File: config.mk
export PLATFORM = sky130hd
export DESIGN_NAME = btc3_erode
export DESIGN_NICKNAME = d
export VERILOG_FILES = /design/src/sv/btc3_pkg.sv /design/src/sv/btc3_erode.sv
export SDC_FILE = /design/constraint.sdc
export NUM_CORES = 2
export LEC_CHECK = 0
export ABC_CLOCK_PERIOD_IN_PS = 19540
export BUFFER_PORTS_ARGS = -buffer_cell sky130_fd_sc_hd__buf_2
export CORE_ASPECT_RATIO = 0.5
export CORE_UTILIZATION = 30
export CTS_CLUSTER_SIZE = 20
export DETAILED_ROUTE_END_ITERATION = 12
export GPL_ROUTABILITY_DRIVEN = 0
export PLACE_DENSITY_LB_ADDON = 0.2
export SLEW_MARGIN = 10
export SYNTH_ARGS = -nofsm -noshare
export SYNTH_HDL_FRONTEND = slang
export SYNTH_SLANG_ARGS = --single-unit
File: constraint.sdc
create_clock -name clk -period 19.54 [get_ports clk]
set_input_delay 2.931 -clock clk [delete_from_list [all_inputs] [get_ports clk]]
set_output_delay 2.931 -clock clk [all_outputs]
set_load 0.02 [all_outputs]
File: src/sv/btc3_pkg.sv
// ----------------------------------------------------------------------------
// btc3_pkg
// Shared types, constants and helpers of the binary 3x3 cross top-hat block.
// ----------------------------------------------------------------------------
package btc3_pkg;

  localparam int DEF_MAX_WIDTH  = 1024;
  localparam int DEF_MAX_HEIGHT = 1024;
  localparam int MIN_DIM        = 3;
  localparam int CFG_W          = 11;
  localparam int DIM_W          = 13;
  localparam int PIX_W          = 8;

  localparam logic [CFG_W-1:0] RST_WIDTH  = 11'd768;
  localparam logic [CFG_W-1:0] RST_HEIGHT = 11'd576;
  localparam logic [PIX_W-1:0] FG_LEVEL   = 8'hFF;

  typedef enum logic {
    ACT_PIXEL = 1'b0,
    ACT_DRAIN = 1'b1
  } action_t;

  typedef enum logic {
    CFG_IDX_WIDTH  = 1'b0,
    CFG_IDX_HEIGHT = 1'b1
  } cfg_idx_t;

  // border and output flags of one step of the stream
  typedef struct packed {
    logic fg_top;   // fg column: centre row is the first line
    logic fg_bot;   // fg column: centre row is the last line
    logic ero_l;    // erosion centre in the first column
    logic ero_r;    // erosion centre in the last column
    logic er_top;
    logic er_bot;
    logic dil_l;
    logic dil_r;
    logic emit;
    logic last;
  } step_flags_t;

  typedef struct packed {
    logic [PIX_W-1:0] value;
    logic             last;
  } result_t;

  function automatic logic [DIM_W-1:0] sat_dim(input logic [CFG_W-1:0] v,
                                               input logic [DIM_W-1:0] hi);
    logic [DIM_W-1:0] ve;
    ve = DIM_W'(v);
    if (ve < DIM_W'(MIN_DIM)) return DIM_W'(MIN_DIM);
    if (ve > hi) return hi;
    return ve;
  endfunction

endpackage

File: src/sv/btc3_erode.sv
// ----------------------------------------------------------------------------
// btc3_erode
// Foreground line memory and 3x3 cross erosion over the pixel stream.
// ----------------------------------------------------------------------------
module btc3_erode #(
  parameter int MAX_WIDTH = btc3_pkg::DEF_MAX_WIDTH,
  localparam int AW = $clog2(MAX_WIDTH)
) (
  input  logic                  clk,
  input  logic                  s0_step,
  input  logic [AW-1:0]         s0_col,
  input  logic                  s1_step,
  input  logic [AW-1:0]         s1_col,
  input  logic                  s1_fg,
  input  btc3_pkg::step_flags_t s1_flags,
  output logic                  erode_bit
);

  // each word holds column c of the two previous lines: [1] newer, [0] older
  logic [1:0] fg_mem [MAX_WIDTH];
  logic [1:0] rd_r;
  logic       vand1_r, mid1_r, mid2_r;
  logic       top, mid, bot, vand;

  always_ff @(posedge clk) begin
    if (s0_step) rd_r <= fg_mem[s0_col];
    if (s1_step) fg_mem[s1_col] <= {s1_fg, mid};
  end

  always_comb begin
    mid  = rd_r[1];
    top  = s1_flags.fg_top ? mid : rd_r[0];
    bot  = s1_flags.fg_bot ? mid : s1_fg;
    vand = top & mid & bot;
    erode_bit = vand1_r & (s1_flags.ero_l ? mid1_r : mid2_r)
                        & (s1_flags.ero_r ? mid1_r : mid);
  end

  always_ff @(posedge clk) begin
    if (s1_step) begin
      vand1_r <= vand;
      mid1_r  <= mid;
      mid2_r  <= mid1_r;
    end
  end

endmodule

* After elaboration in Yosys (flattened, before gate mapping)
Memory sizes are Yosys's and may differ from the RTL's. A register that Yosys moved wholly into a read port is not among the register bits. Index checks and enable logic that the tools add are counted.
Storage, ports and cells: memory bits (writable) 2048, memories 1, output and inout bits 1, flip-flop bits (word level) 3, word-level logic and storage cells 14, input bits 34
Memory list:
- fg_mem | words 1024, bits a word 2, read ports 1, clocked after memory_dff 1, wr ports 1, line btc3_erode.sv:20 | logic [1:0] fg_mem [MAX_WIDTH];
Operators by class: mux-type cells 6, bitwise logic cells 4
Operators with widths (number):
- 2-to-1 mux 1 bit | 6
- AND 1 bit | 4

* Logic depth before layout (Yosys ltp)
word-level depth 3, depth in mapped cells 14, mapped depth without buffers 8

* Least setup slack after synthesis
No wires, ideal clock.
path type register -> output, start point register rd_r[1] (read register of fg_mem), end point output port erode_bit, path slack 2.444 ns, buffers on the path 0, data arrival time 14.165 ns, data required time 16.609 ns, stages on the path, launching flop included 3, path through edfxtp_1 o221ai_1 nor2_1
On the way: word-level cells in the longest chain between the ends 2
RTL lines:
- start, declared | line btc3_erode.sv:21 | logic [1:0] rd_r;
- 2-to-1 mux 1 bit | line btc3_erode.sv:36 | & (s1_flags.ero_r ? mid1_r : mid);
- AND 1 bit | line btc3_erode.sv:36
- end, declared | line btc3_erode.sv:16 | output logic erode_bit
Every way passes these cells.

==> run metrics <==
vias in the first global route around 47,000; WHS Endpoint mid2_r$_DFFE_PP_; Seq cells post-synth a little over 2,000; TNS Setup 0 ps; r2r startpoint rd_r[1]$_DFFE_PP_; Starting Density 0.303; Setup Crit Path Kind in2reg; Avg Cell Area, Syn about 17 sq um; first-pass GRT wire length ~360,000 microns; Final #Nets roughly 4,800; startpoint types primary input; CTS-repair resized insts 0; largest net degree at the start of global routing between 200 and 250; CTS tree done; die area 282,000 sq um; Hold Path Stages 0; status complete, no violations; Boundary Pins 35; gr usage total 0.175; reg-to-reg setup timing slack about 15,000 ps; Syn Inst Count 4,832; max_slew headroom 0.128; RSZ-0062 raised after global routing no; Worst Setup SP s0_col[1]; Seq/Total Area, Yosys 0.735; Power Dens Cells approximately 97 nW/um^2; I/O Buffers 28; H-tree depth 4; Worst-path clk slew 60 ps; CTS Sinks 2,053; Vias/cell 5.26; final hold violation count 0; final WL roughly 250,000 microns; placed insts 8,298; root buf cell clkbuf_16; Main synth FF type edfxtp_1; worst flop-to-flop path endpoint fg_mem[621][0]$_DFFE_PP_; clk_skew about 33 ps; Crit. End Element flop; f_max roughly 120 MHz; total CTS buffers 207; fraction of layout cells with a size suffix above 1 0.183; worst skew pair latency around 850 ps; Pins Over Slew Limit 0; hold-fix buffers at CTS 0; most frequent cells in the layout 2,053 x edfxtp_1, 1,065 x nor2_1, 439 x mux4_2, 210 x mux2i_1, 208 x clkbuf_16; gr ovfl total 0; hpwl dp 140,000 microns; worst vdd ir 0.0646 mV; Slew @ Worst Pin 1310 ps; DRC errors left 0; Mapped Nets 4,866; WL/cell 29.1 microns; max cap viols 0; vias between 40,000 and 50,000; most common cell after layout, fill and taps aside edfxtp_1; Final setup viols 0; Async S/R FF share, synth 0; post-synth cell types 64; floorplan row count about 140; Synth Cell Area 83,900 sq um; 1st-iter DRT viols ~5,100; EDFF count, synth just over 2,000; worst hold start mid1_r$_DFFE_PP_; setup bufs post-CTS 0; HP Class reg2reg; FF-to-FF path depth 4; final cell count without fillers 8,653; die width 750 microns; antenna violations before repair 18; core area 277,000 sq um; Lkg Pwr 27.8 nW; crit path max fanout 54; clock buffer depth 4; crit path time final 8070 ps; Ys Warns 0; Area Overhead vs Synth 12.1%; die height 376 microns; worst path required time 20,040 ps; Tcrit/Tclk final 0.413; Antenna Nets Post-Route 0; Worst Path Arrival 8580 ps; DRT Pass-1 Iters 5
==> cell usage after synthesis (12+ instances only) <==
cell type / number / share of area
nor3_1: 40 / 0.0024
mux2i_1: 210 / 0.025
nor2_1: 1068 / 0.048
mux4_2: 439 / 0.12
buf_1: 66 / 0.0030
a22oi_1: 49 / 0.0044
buf_8: 16 / 0.0029
nor2b_1: 12 / 0.00089
buf_2: 47 / 0.0028
a21oi_1: 79 / 0.0047
o221ai_1: 83 / 0.0087
nand2_1: 114 / 0.0051
edfxtp_1: 2053 / 0.73
a211oi_1: 20 / 0.0018
buf_6: 43 / 0.0058
clkbuf_1: 216 / 0.0097
o21ai_0: 18 / 0.0011
o22ai_1: 61 / 0.0045
nand3_1: 43 / 0.0026
==> worst max path at each step <==
stage	end	slack, ps	cells past startpoint
after detailed placement	rd_r[0]$_DFFE_PP_	10510	12
after CTS	rd_r[0]$_DFFE_PP_	11400	12
after floorplan	erode_bit	2440	2
after global placement	rd_r[0]$_DFFE_PP_	10450	12
after global routing	rd_r[0]$_DFFE_PP_	11210	12
final	rd_r[0]$_DFFE_PP_	11470	12
==> through the flow <==
| step | setup slack (ps) | utilization | area (sq um) | total power, W | hold slack [ps] |
|---|---|---|---|---|---|
| finish | 11470 | 0.340 | 94000 | 0.00910 | 472 |
| global route | 11210 | 0.340 | 94000 | 0.00936 | 497 |
| CTS | 11400 | 0.340 | 94000 | 0.00918 | 477 |
| detailed placement | 10510 | 0.318 | 88000 | 0.00553 | 461 |
| global placement | 10450 | 0.318 | 88000 | 0.00552 | 448 |
| floorplan | 2440 | - | 83900 | 0.00538 | 427 |
==> per-layer routing <==
metal,vias to the layer above,routed length [microns],global-route usage
met2,1683,119000,0.285
met4,0,5540,0.0383
li1,18900,-,-
met3,340,15900,0.0237
met5,-,0,0
met1,24600,111000,0.251
==> area by class of cell <==
cell class | instances | area, sq um
Fill cell | 26200 | 182000
Sequential cell | 2053 | 61600
Multi-Input combinational cell | 2373 | 20600
Clock buffer | 271 | 5440
Tap cell | 3726 | 4660
Timing Repair Buffer | 141 | 1130
Clock inverter | 82 | 532
Inverter | 6 | 27.5
Antenna cell | 1 | 2.50
==> kinds of logic (layout without fill, tap and decap cells) <==
family / count (synthesis) / in the layout / synth area share
other: 0 / 1 / 0
AND/OR/NAND/NOR: 1340 / 1340 / 0.0639
AO/OA/AOI/OAI: 373 / 373 / 0.0315
multiplexers: 660 / 660 / 0.144
buffers and inverters: 406 / 500 / 0.0255
flip-flops: 2053 / 2053 / 0.735
==> flip-flops by register name (all words and copies together) (netlist names) <==
name and count:
mid2_r 1, vand1_r 1, mid1_r 1, fg_mem 2048
rd_r 2
==> power by group <==
group          switching (W)  internal, W  total [W]
registers         0.00000118      0.00491    0.00491
clock network        0.00165      0.00202    0.00367
logic               0.000373     0.000147   0.000520
==> worst max-delay path, cell delays in order <==
cell and delay, ps:
buf_8 210, buf_4 600, buf_4 730, buf_4 810, buf_4 630, mux4_2 410, a22oi_1 200, a21oi_1 130
nor4_1 780, nor3_1 270, nor4_1 320, o211ai_1 290
Power figures use the tool's default switching activity.
